[src/hw/rtl/lfs_pkg.sv]
`timescale 1ns / 1ps

package lfs_pkg;

   localparam int CSR_IDX_W = 3;
   localparam int CSR_W     = 16;

   localparam logic [CSR_IDX_W-1:0] CSR_MODE        = 3'd0;
   localparam logic [CSR_IDX_W-1:0] CSR_BASE_SPEED  = 3'd1;
   localparam logic [CSR_IDX_W-1:0] CSR_SHARP_GAIN  = 3'd2;
   localparam logic [CSR_IDX_W-1:0] CSR_SMOOTH_GAIN = 3'd3;
   localparam logic [CSR_IDX_W-1:0] CSR_PROP_GAIN   = 3'd4;
   localparam logic [CSR_IDX_W-1:0] CSR_DERIV_GAIN  = 3'd5;

   typedef enum logic [1:0] {
      MODE_DIG3 = 2'd0,
      MODE_DIG2 = 2'd1,
      MODE_PD   = 2'd2,
      MODE_ONE  = 2'd3
   } mode_type;

   localparam int LEVEL_W = 10;
   localparam int ERR_W   = 11;
   localparam int DIFF_W  = 12;
   localparam int GAIN_W  = 16;
   localparam int PROP_W  = GAIN_W + ERR_W;
   localparam int DER_W   = GAIN_W + DIFF_W;
   localparam int ACC_W   = 28;
   localparam int SPD_W   = ACC_W - 8;
   localparam int OFF_W   = 13;
   localparam int AMT_W   = 12;

   typedef struct packed {
      logic [2:0]         line_bits;
      logic [LEVEL_W-1:0] left_level;
      logic [LEVEL_W-1:0] right_level;
   } req_word_type;

   typedef struct packed {
      logic       left_forward;
      logic [7:0] left_duty;
      logic       right_forward;
      logic [7:0] right_duty;
   } rsp_word_type;

   typedef struct packed {
      mode_type                  mode;
      logic [7:0]                base_speed;
      logic [3:0]                sharp_gain;
      logic [3:0]                smooth_gain;
      logic signed [GAIN_W-1:0]  prop_gain;
      logic signed [GAIN_W-1:0]  deriv_gain;
   } cfg_type;

   typedef struct packed {
      logic                     pd;
      logic signed [OFF_W-1:0]  offset;
      logic signed [ERR_W-1:0]  err;
      logic signed [DIFF_W-1:0] diff;
   } front_word_type;

   typedef struct packed {
      logic                     pd;
      logic signed [OFF_W-1:0]  offset;
      logic signed [PROP_W-1:0] prop_term;
      logic signed [DER_W-1:0]  deriv_term;
   } mult_word_type;

endpackage

[src/hw/rtl/lfs_csr.sv]
`timescale 1ns / 1ps

module lfs_csr (
   input  logic                          clock,
   input  logic                          reset,
   input  logic                          csr_write_en,
   input  logic [lfs_pkg::CSR_IDX_W-1:0] csr_index,
   input  logic [lfs_pkg::CSR_W-1:0]     csr_data,
   output lfs_pkg::cfg_type              cfg
);

   lfs_pkg::cfg_type cfg_ff;
   lfs_pkg::cfg_type cfg_in;

   always_comb begin
      cfg_in = cfg_ff;
      if (csr_write_en) begin
         case (csr_index)
            lfs_pkg::CSR_MODE:        cfg_in.mode = lfs_pkg::mode_type'(csr_data[1:0]);
            lfs_pkg::CSR_BASE_SPEED:  cfg_in.base_speed = csr_data[7:0];
            lfs_pkg::CSR_SHARP_GAIN:  cfg_in.sharp_gain = csr_data[3:0];
            lfs_pkg::CSR_SMOOTH_GAIN: cfg_in.smooth_gain = csr_data[3:0];
            lfs_pkg::CSR_PROP_GAIN:   cfg_in.prop_gain = $signed(csr_data);
            lfs_pkg::CSR_DERIV_GAIN:  cfg_in.deriv_gain = $signed(csr_data);
            default: ;
         endcase
      end
   end

   always_ff @(posedge clock) begin
      if (reset) begin
         cfg_ff.mode        <= lfs_pkg::MODE_DIG3;
         cfg_ff.base_speed  <= 8'd120;
         cfg_ff.sharp_gain  <= 4'd1;
         cfg_ff.smooth_gain <= 4'd1;
         cfg_ff.prop_gain   <= '0;
         cfg_ff.deriv_gain  <= '0;
      end else begin
         cfg_ff <= cfg_in;
      end
   end

   assign cfg = cfg_ff;

endmodule

[src/hw/rtl/lfs_front.sv]
`timescale 1ns / 1ps

module lfs_front (
   input  logic                    clock,
   input  logic                    reset,
   input  lfs_pkg::cfg_type        cfg,
   input  logic                    in_valid,
   output logic                    in_stall,
   input  lfs_pkg::req_word_type   in_word,
   output logic                    out_valid,
   input  logic                    out_stall,
   output lfs_pkg::front_word_type out_word
);

   localparam logic [2:0] PAT_RIGHT     = 3'b001;
   localparam logic [2:0] PAT_RIGHT_CTR = 3'b011;
   localparam logic [2:0] PAT_LEFT      = 3'b100;
   localparam logic [2:0] PAT_SPLIT     = 3'b101;
   localparam logic [2:0] PAT_LEFT_CTR  = 3'b110;
   localparam logic [1:0] PAT2_RIGHT    = 2'b01;
   localparam logic [1:0] PAT2_LEFT     = 2'b10;

   localparam logic [7:0] SHARP_STEP  = 8'd160;
   localparam logic [7:0] SMOOTH_STEP = 8'd70;
   localparam logic [lfs_pkg::LEVEL_W-1:0] ONE_LOW  = 10'd400;
   localparam logic [lfs_pkg::LEVEL_W-1:0] ONE_HIGH = 10'd800;
   localparam logic signed [lfs_pkg::OFF_W-1:0] ONE_STEER = 13'sd100;

   logic                                  valid_ff;
   logic                                  valid_in;
   lfs_pkg::front_word_type               word_ff;
   lfs_pkg::front_word_type               word_in;
   logic signed [lfs_pkg::ERR_W-1:0]      prev_ff;
   logic signed [lfs_pkg::ERR_W-1:0]      prev_in;
   logic                                  hold;
   logic                                  accept;
   logic                                  emit;
   logic [lfs_pkg::AMT_W-1:0]             sharp_amt;
   logic [lfs_pkg::AMT_W-1:0]             smooth_amt;
   logic signed [lfs_pkg::OFF_W-1:0]      sharp_off;
   logic signed [lfs_pkg::OFF_W-1:0]      smooth_off;

   assign hold     = valid_ff && out_stall;
   assign accept   = in_valid && !hold;
   assign in_stall = hold;

   assign sharp_amt  = lfs_pkg::AMT_W'(cfg.sharp_gain) * lfs_pkg::AMT_W'(SHARP_STEP);
   assign smooth_amt = lfs_pkg::AMT_W'(cfg.smooth_gain) * lfs_pkg::AMT_W'(SMOOTH_STEP);
   assign sharp_off  = $signed({1'b0, sharp_amt});
   assign smooth_off = $signed({1'b0, smooth_amt});

   always_comb begin
      emit           = 1'b1;
      word_in.pd     = 1'b0;
      word_in.offset = '0;
      word_in.err    = $signed({1'b0, in_word.left_level})
                       - $signed({1'b0, in_word.right_level});
      word_in.diff   = lfs_pkg::DIFF_W'(word_in.err) - lfs_pkg::DIFF_W'(prev_ff);
      case (cfg.mode)
         lfs_pkg::MODE_DIG3: begin
            case (in_word.line_bits)
               PAT_RIGHT:     word_in.offset = sharp_off;
               PAT_RIGHT_CTR: word_in.offset = smooth_off;
               PAT_LEFT:      word_in.offset = -sharp_off;
               PAT_LEFT_CTR:  word_in.offset = -smooth_off;
               PAT_SPLIT:     emit = 1'b0;
               default:       word_in.offset = '0;
            endcase
         end
         lfs_pkg::MODE_DIG2: begin
            case (in_word.line_bits[1:0])
               PAT2_RIGHT: word_in.offset = sharp_off;
               PAT2_LEFT:  word_in.offset = -sharp_off;
               default:    word_in.offset = '0;
            endcase
         end
         lfs_pkg::MODE_PD: begin
            word_in.pd = 1'b1;
         end
         default: begin
            if (in_word.left_level == '0) begin
               emit = 1'b0;
            end else if (in_word.left_level <= ONE_LOW) begin
               word_in.offset = -ONE_STEER;
            end else if (in_word.left_level < ONE_HIGH) begin
               word_in.offset = '0;
            end else begin
               word_in.offset = ONE_STEER;
            end
         end
      endcase
   end

   assign valid_in = hold ? valid_ff : (in_valid && emit);
   assign prev_in  = (accept && word_in.pd) ? word_in.err : prev_ff;

   always_ff @(posedge clock) begin
      if (reset) begin
         valid_ff <= 1'b0;
         prev_ff  <= '0;
      end else begin
         valid_ff <= valid_in;
         prev_ff  <= prev_in;
      end
   end

   always_ff @(posedge clock) begin
      if (accept) begin
         word_ff <= word_in;
      end
   end

   assign out_valid = valid_ff;
   assign out_word  = word_ff;

endmodule

[src/hw/rtl/lfs_mult.sv]
`timescale 1ns / 1ps

module lfs_mult (
   input  logic                    clock,
   input  logic                    reset,
   input  lfs_pkg::cfg_type        cfg,
   input  logic                    in_valid,
   output logic                    in_stall,
   input  lfs_pkg::front_word_type in_word,
   output logic                    out_valid,
   input  logic                    out_stall,
   output lfs_pkg::mult_word_type  out_word
);

   logic                   valid_ff;
   logic                   valid_in;
   lfs_pkg::mult_word_type word_ff;
   lfs_pkg::mult_word_type word_in;
   logic                   hold;
   logic                   accept;

   assign hold     = valid_ff && out_stall;
   assign accept   = in_valid && !hold;
   assign in_stall = hold;

   always_comb begin
      word_in.pd         = in_word.pd;
      word_in.offset     = in_word.offset;
      word_in.prop_term  = lfs_pkg::PROP_W'(cfg.prop_gain) * lfs_pkg::PROP_W'(in_word.err);
      word_in.deriv_term = lfs_pkg::DER_W'(cfg.deriv_gain) * lfs_pkg::DER_W'(in_word.diff);
   end

   assign valid_in = hold ? valid_ff : in_valid;

   always_ff @(posedge clock) begin
      if (reset) begin
         valid_ff <= 1'b0;
      end else begin
         valid_ff <= valid_in;
      end
   end

   always_ff @(posedge clock) begin
      if (accept) begin
         word_ff <= word_in;
      end
   end

   assign out_valid = valid_ff;
   assign out_word  = word_ff;

endmodule

[src/hw/rtl/lfs_drive.sv]
`timescale 1ns / 1ps

module lfs_drive (
   input  logic                   clock,
   input  logic                   reset,
   input  lfs_pkg::cfg_type       cfg,
   input  logic                   in_valid,
   output logic                   in_stall,
   input  lfs_pkg::mult_word_type in_word,
   output logic                   out_valid,
   input  logic                   out_stall,
   output lfs_pkg::rsp_word_type  out_word
);

   typedef struct packed {
      logic       forward;
      logic [7:0] duty;
   } motor_type;

   function automatic logic signed [lfs_pkg::SPD_W-1:0] trunc_div256(
      input logic signed [lfs_pkg::ACC_W-1:0] x
   );
      logic signed [lfs_pkg::ACC_W-1:0] adj;
      adj = x + (x[lfs_pkg::ACC_W-1] ? lfs_pkg::ACC_W'(255) : '0);
      return adj[lfs_pkg::ACC_W-1:8];
   endfunction

   function automatic motor_type motor_drive(input logic signed [lfs_pkg::SPD_W-1:0] speed);
      motor_type                 m;
      logic [lfs_pkg::SPD_W-1:0] mag;
      mag       = speed[lfs_pkg::SPD_W-1] ? -speed : speed;
      m.forward = !speed[lfs_pkg::SPD_W-1] && (speed != '0);
      m.duty    = (mag > lfs_pkg::SPD_W'(255)) ? 8'hFF : mag[7:0];
      return m;
   endfunction

   logic                                valid_ff;
   logic                                valid_in;
   lfs_pkg::rsp_word_type               word_ff;
   lfs_pkg::rsp_word_type               word_in;
   logic                                hold;
   logic                                accept;
   logic signed [lfs_pkg::ACC_W-1:0]    steer;
   logic signed [lfs_pkg::ACC_W-1:0]    base_acc;
   logic signed [lfs_pkg::SPD_W-1:0]    base_spd;
   logic signed [lfs_pkg::SPD_W-1:0]    left_speed;
   logic signed [lfs_pkg::SPD_W-1:0]    right_speed;
   motor_type                           left_motor;
   motor_type                           right_motor;

   assign hold     = valid_ff && out_stall;
   assign accept   = in_valid && !hold;
   assign in_stall = hold;

   assign steer    = lfs_pkg::ACC_W'(in_word.prop_term) + lfs_pkg::ACC_W'(in_word.deriv_term);
   assign base_acc = lfs_pkg::ACC_W'($signed({1'b0, cfg.base_speed, 8'h00}));
   assign base_spd = lfs_pkg::SPD_W'($signed({1'b0, cfg.base_speed}));

   always_comb begin
      if (in_word.pd) begin
         left_speed  = trunc_div256(base_acc + steer);
         right_speed = trunc_div256(base_acc - steer);
      end else begin
         left_speed  = base_spd + lfs_pkg::SPD_W'(in_word.offset);
         right_speed = base_spd - lfs_pkg::SPD_W'(in_word.offset);
      end
      left_motor             = motor_drive(left_speed);
      right_motor            = motor_drive(right_speed);
      word_in.left_forward   = left_motor.forward;
      word_in.left_duty      = left_motor.duty;
      word_in.right_forward  = right_motor.forward;
      word_in.right_duty     = right_motor.duty;
   end

   assign valid_in = hold ? valid_ff : in_valid;

   always_ff @(posedge clock) begin
      if (reset) begin
         valid_ff <= 1'b0;
      end else begin
         valid_ff <= valid_in;
      end
   end

   always_ff @(posedge clock) begin
      if (accept) begin
         word_ff <= word_in;
      end
   end

   assign out_valid = valid_ff;
   assign out_word  = word_ff;

endmodule

[src/hw/rtl/line_follow_steering_core.sv]
`timescale 1ns / 1ps
// Channel   Direction  Handshake            Payload
// req       in         req_valid/req_stall  req_word (line_bits, left/right level)
// rsp       out        rsp_valid/rsp_stall  rsp_word (direction and duty per motor)
// csr       in         csr_write_en         csr_index, csr_data
//
// One word is accepted per cycle while req_stall is low; each result passes through the
// input register, the register after the two gain multipliers and the output register.
// Reset is synchronous, sets the configuration to its defaults and clears the stored PD error and all valids.
// Each stage holds only while it is full and the next one stalls, so empty stages keep
// taking words while a result waits on rsp_stall.

module line_follow_steering_core (
   input  logic                          clock,
   input  logic                          reset,
   input  logic                          req_valid,
   output logic                          req_stall,
   input  lfs_pkg::req_word_type         req_word,
   output logic                          rsp_valid,
   input  logic                          rsp_stall,
   output lfs_pkg::rsp_word_type         rsp_word,
   input  logic                          csr_write_en,
   input  logic [lfs_pkg::CSR_IDX_W-1:0] csr_index,
   input  logic [lfs_pkg::CSR_W-1:0]     csr_data
);

   lfs_pkg::cfg_type        cfg;
   logic                    front_valid;
   logic                    front_stall;
   lfs_pkg::front_word_type front_word;
   logic                    mult_valid;
   logic                    mult_stall;
   lfs_pkg::mult_word_type  mult_word;

   lfs_csr u_csr (
      .clock        (clock),
      .reset        (reset),
      .csr_write_en (csr_write_en),
      .csr_index    (csr_index),
      .csr_data     (csr_data),
      .cfg          (cfg)
   );

   lfs_front u_front (
      .clock     (clock),
      .reset     (reset),
      .cfg       (cfg),
      .in_valid  (req_valid),
      .in_stall  (req_stall),
      .in_word   (req_word),
      .out_valid (front_valid),
      .out_stall (front_stall),
      .out_word  (front_word)
   );

   lfs_mult u_mult (
      .clock     (clock),
      .reset     (reset),
      .cfg       (cfg),
      .in_valid  (front_valid),
      .in_stall  (front_stall),
      .in_word   (front_word),
      .out_valid (mult_valid),
      .out_stall (mult_stall),
      .out_word  (mult_word)
   );

   lfs_drive u_drive (
      .clock     (clock),
      .reset     (reset),
      .cfg       (cfg),
      .in_valid  (mult_valid),
      .in_stall  (mult_stall),
      .in_word   (mult_word),
      .out_valid (rsp_valid),
      .out_stall (rsp_stall),
      .out_word  (rsp_word)
   );

endmodule

[config.mk]
export PLATFORM = sky130hd
export DESIGN_NAME = line_follow_steering_core
export DESIGN_NICKNAME = d
export VERILOG_FILES = /design/src/hw/rtl/lfs_pkg.sv /design/src/hw/rtl/lfs_csr.sv /design/src/hw/rtl/lfs_front.sv /design/src/hw/rtl/lfs_mult.sv /design/src/hw/rtl/lfs_drive.sv /design/src/hw/rtl/line_follow_steering_core.sv
export SDC_FILE = /design/constraint.sdc
export NUM_CORES = 2
export LEC_CHECK = 0
export ABC_AREA = 1
export BUFFER_PORTS_ARGS = -buffer_cell sky130_fd_sc_hd__buf_4
export CAP_MARGIN = 20
export CELL_PAD_IN_SITES_DETAIL_PLACEMENT = 1
export CELL_PAD_IN_SITES_GLOBAL_PLACEMENT = 2
export CORE_UTILIZATION = 40
export CTS_CLUSTER_DIAMETER = 30
export DETAILED_ROUTE_END_ITERATION = 12
export PLACE_DENSITY = 0.86
export SYNTH_ARGS = -nofsm -noshare
export SYNTH_HDL_FRONTEND = slang
export SYNTH_SLANG_ARGS = --single-unit
[constraint.sdc]
create_clock -name clock -period 10.4 [get_ports clock]
set_clock_uncertainty 0.1 [all_clocks]
set_input_delay 2.08 -clock clock [delete_from_list [all_inputs] [get_ports clock]]
set_output_delay 2.08 -clock clock [all_outputs]
set_load 0.01 [all_outputs]
Yosys cells after proc, flatten, opt, wreduce, memory -nomap -nowiden
Cells that the tools add are included.
{ "totals": {"output_inout_bits": 20, "register_bits": 188, "elab_cells": 100} }
{ "op_classes": {"reduce_logical": 27, "n_lt_le_gt_ge": 4, "addsub": 13, "mul": 4, "muxes": 16, "eq_ne": 14} }
{ "op_table": {"columns": ["op", "n"], "rows": [
  ["$mux 20", 4],
  ["$add 28x28->28", 2],
  ["$pmux 13 s4", 1],
  ["$gt 20x8->1 const B", 2],
  ["$neg 20->20", 2],
  ["$reduce_bool 20->1", 2],
  ["$pmux 13 s3", 1],
  ["$add 17x28->28", 1],
  ["$add 27x28->28", 1],
  ["$mul 16x12->28", 1],
  ["$sub 17x28->28", 1],
  ["$mul 16x11->27", 1],
  ["$mux 13", 2],
  ["$pmux 13 s2", 1],
  ["$mux 8", 2],
  ["$eq 3x3->1 const B", 5],
  ["$add 9x13->14", 1],
  ["$sub 9x13->14", 1],
  ["$neg 11->13", 1],
  ["$neg 12->13", 1],
  ["$reduce_and 2->1", 6],
  ["$sub 11x11->12", 1],
  ["$sub 10x10->11", 1],
  ["$le 10x9->1 const B", 1],
  ["16 further kinds", 36]
]} }

Depth between registers and ports, before layout
{ "depth": {"word_depth": 8, "mapped_depth": 48, "mapped_depth_nobuf": 46} }

Cells and area by module
Synthesis repeated with hierarchy kept, for this count alone.
{ "hier_totals": {"hier_cells": 4588, "area_unflattened_um2": 31525.2} }
{ "modules_own_cells": {"columns": ["module", "area_each_um2", "cells_per_inst", "instances"], "rows": [
  ["lfs_mult", 16892.5, 2151, 1],
  ["lfs_drive", 8529.4, 1629, 1],
  ["lfs_front", 3971.3, 509, 1],
  ["lfs_csr", 2132.0, 299, 1]
]} }

Worst setup path after synthesis
No wires, ideal clock.
{ "synth_timing": {"path_kind": "reg2reg", "start": "reg u_front.word_ff (netlist bit u_front.out_word[0])", "end": "reg u_mult.word_ff (netlist bit u_mult.out_word[27]) (data pin)", "setup_ps": 260, "t_arrival_ps": 5870, "path_buffers": 2, "slack_ps": 4170, "path_stages_with_launch": 35, "period_less_slack_ps": 6230, "path_cell_list": "edfxtp_1 clkbuf_1 clkbuf_1 nand2_1 fa_1 inv_1 ha_1 inv_1 fa_1 inv_1 fa_1 fa_1 ha_1 a21oi_1 o21ai_0 a21oi_1 o21bai_1 a21oi_1 inv_1 a21oi_1 o21ai_0 a21o_1 a21oi_1 o21bai_1 a21oi_1 nor2_1 o21ai_0 nand2_1 nand3_1 nand2_1 nand2_1 nand2_1 nand3_1 nand2_1 xnor2_1"} }
{ "synth_rtl": {"columns": ["item", "line_no", "rtl"], "rows": [
  ["from (decl)", "lfs_front.sv:31", "lfs_pkg::front_word_type word_ff;"],
  ["from (signal assigned)", "lfs_front.sv:109", "word_ff <= word_in;"],
  ["to (signal assigned)", "lfs_mult.sv:45", "word_ff <= word_in;"],
  ["to (decl)", "lfs_mult.sv:17", "lfs_pkg::mult_word_type word_ff;"]
]} }

==> impl_metrics.json <==
{
  "cts_sinks": 186,
  "synthFlopType": "edfxtp_1",
  "areaGrowthSynthToFinish_pct": 6.78,
  "wl_met2_um": 42300,
  "path_max_fanout": 16,
  "post-route-period-util": 0.659,
  "vias_per_cell": 5.00,
  "arrival_ps": 6990,
  "grt_pass1_vias": 25300,
  "wl_met3_um": 2130,
  "synth.top_cell.area_share": 0.245,
  "grt_max_degree": 69,
  "drive_above_1_share": 0.0753,
  "cts_hold_buf": 0,
  "yosys_warnings": 0,
  "cts_tree": "yes",
  "vias": 23500,
  "hold_viol": 0,
  "fill_cells": 8790,
  "dr.max_layer_used": "met4",
  "netlist_area_sq_um": 28300,
  "dpl.hpwl_um": 70500,
  "place_congestion": 0.905,
  "wl_met1_um": 38300,
  "placed_area_sq_um": 29700,
  "final.setup.tns_ps": 0,
  "avgSynthCellArea_sq_um": 7.55,
  "yosysTopAreaCell": "fa_1",
  "ys_top_cells_by_count": "nand2_1 (870), inv_1 (816), fa_1 (346)",
  "dp_slack_ps": 3600,
  "fin_area_sq_um": 30200,
  "finalSetupViolations": 0,
  "fp.dieW_um": 268,
  "antenna_found_initial": 0,
  "synth_nets": 4369,
  "cp-start-kind": "register",
  "cts_htree_levels": 4,
  "fin_nets": 4362,
  "ctsResizeCount": 0,
  "io_pins": 67,
  "cp-end-kind": "register",
  "grt_pass1_wl_um": 137000,
  "clk_latency_ps": 490,
  "core_sq_um": 70000,
  "first_pass_iters": 7,
  "status": "complete, no violations",
  "drt_iter0_drc": 1123,
  "track_usage": 0.245,
  "yosysSeqAreaShare": 0.175,
  "cts_root_buf": "clkbuf_16",
  "ys_async_sr_fraction": 0,
  "cts_buffer_depth": 2,
  "worst_slack_ps": 3540,
  "post_cts_buffers": 0,
  "drc_errors": 0,
  "yosysMostFrequentCell": "nand2_1",
  "diodes": 0,
  "grt.overflow.total": 0,
  "synth_area_leaders": "fa_1 (24%), edfxtp_1 (13%), nand2_1 (12%)",
  "totalWireLength_um": 84200,
  "slowest_delay_ps": 740,
  "worst-setup-path-type": "reg -> reg",
  "slew_viol_final": 0,
  "rsz0062_at_grt": "no",
  "cts_made_buffers": 17,
  "synth-edff-count": 122,
  "min_path_type": "reg -> reg",
  "die_h_um": 268,
  "leakage_nw": 16.1,
  "dieArea_sq_um": 71900,
  "slew_headroom": 0.312,
  "numPortBuffers": 66,
  "routed_wire_length_per_instance_um": 17.9,
  "power_density_nw_per_um2": 185,
  "row_count": 97,
  "fmax_mhz": 146,
  "min_period_ps": 6860,
  "postSynthCellCount": 3751,
  "synthDistinctLibCells": 65,
  "ir_drop_uv": 156,
  "rrSetupSlack_ps": 3540,
  "start_util": 0.404,
  "cp_slowest_cell": "edfxtp_1",
  "path_clk_slew_ps": 90,
  "crit_top_cell": "a21oi_1",
  "synth_seq_cells": 186,
  "crit_required_ps": 10530,
  "maxCapViolCount": 0,
  "tightest_slew_ps": 1030,
  "ant_nets": 0
}
worst paths after layout:
check	from	end	cells after the start
hold / removal	u_front.out_word[36]	u_mult.out_word[68]	0
setup / recovery	u_front.out_word[2]	u_mult.out_word[26]	30
hold reg to reg	u_front.out_word[36]	u_mult.out_word[68]	0
setup reg to reg	u_front.out_word[2]	u_mult.out_word[26]	30
critical path: cells and delay by family (launching register included):
| kind | cells | cell delay, ps |
|---|---|---|
| flip-flops | 1 | 740 |
| buffers and inverters | 5 | 250 |
| adder cells (fa/ha/maj) | 6 | 2690 |
| XOR/XNOR | 1 | 160 |
| AO/OA/AOI/OAI | 13 | 2090 |
| AND/OR/NAND/NOR | 5 | 540 |
final cells by class:
type,count,area [sq um],area share
multi-input cells,2611,19800,0.654
flip-flops and latches,186,4940,0.164
inverters,852,3200,0.106
well taps,940,1180,0.0389
repair buffers,76,571,0.0189
clock buffers,18,429,0.0142
clock inverters,14,149,0.00492
registers in the layout, indices dropped and copies added (netlist names):
name and cells:
u_mult.out_word 68, u_front.out_valid 1, u_drive.out_word 18, u_front.prev_ff 11
u_front.out_word 36, u_csr.cfg 50, u_drive.out_valid 1, u_mult.out_valid 1
cell usage in the layout (no fill, tap or decap), types with 5 or more instances in the layout:
master,synthesis,layout
a21oi_2,5,6
o21ai_1,12,12
o21ai_0,117,117
clkinv_1,8,8
o21bai_1,16,16
o31ai_1,6,6
a21oi_1,147,146
xnor2_1,37,37
nor3_1,27,27
dfxtp_1,64,64
nand2_4,5,5
nand2_1,870,870
ha_1,225,225
inv_8,0,5
nand3_2,13,13
fa_1,346,346
inv_2,27,28
nor4_1,6,6
nand3_1,185,185
buf_4,3,76
inv_1,816,815
clkbuf_16,0,17
nor2_2,18,18
o211ai_1,8,8
xor2_1,105,105
edfxtp_1,122,122
nand4_1,45,45
nor2_4,14,15
a21o_1,5,5
nand3b_1,8,8
or2_2,36,36
nand2_2,37,37
nor2_1,270,269
metal layers:
| layer | vias up | GRT usage |
|---|---|---|
| met3 | 70 | 0.0232 |
| met5 | - | 0 |
| li1 | 11400 | - |
| met4 | 0 | 0.0547 |
| met1 | 11700 | 0.318 |
| met2 | 311 | 0.440 |
stage by stage:
step | utilization | cells | hold WS (ps) | total power, mW
global route | 0.432 | 4697 | 331 | 6.12
CTS | 0.432 | 4697 | 316 | 5.63
global placement | 0.423 | 4665 | 303 | 4.88
floorplan | - | 3751 | 300 | 3.84
finish | 0.432 | 4697 | 315 | 5.58
detailed placement | 0.423 | 4665 | 306 | 4.93
where the power goes:
| group | switching, mW | internal, mW |
|---|---|---|
| logic | 2.60 | 1.24 |
| registers | 0.149 | 0.922 |
| clock network | 0.350 | 0.323 |
| total | 3.10 | 2.48 |
cell families after synthesis:
logic type	synth area share
AND/OR/NAND/NOR	0.239
adder cells (fa/ha/maj)	0.344
buffers and inverters	0.128
AO/OA/AOI/OAI	0.0696
flip-flops	0.175
XOR/XNOR	0.0451
Note: power is estimated with default switching activity, not from simulation.
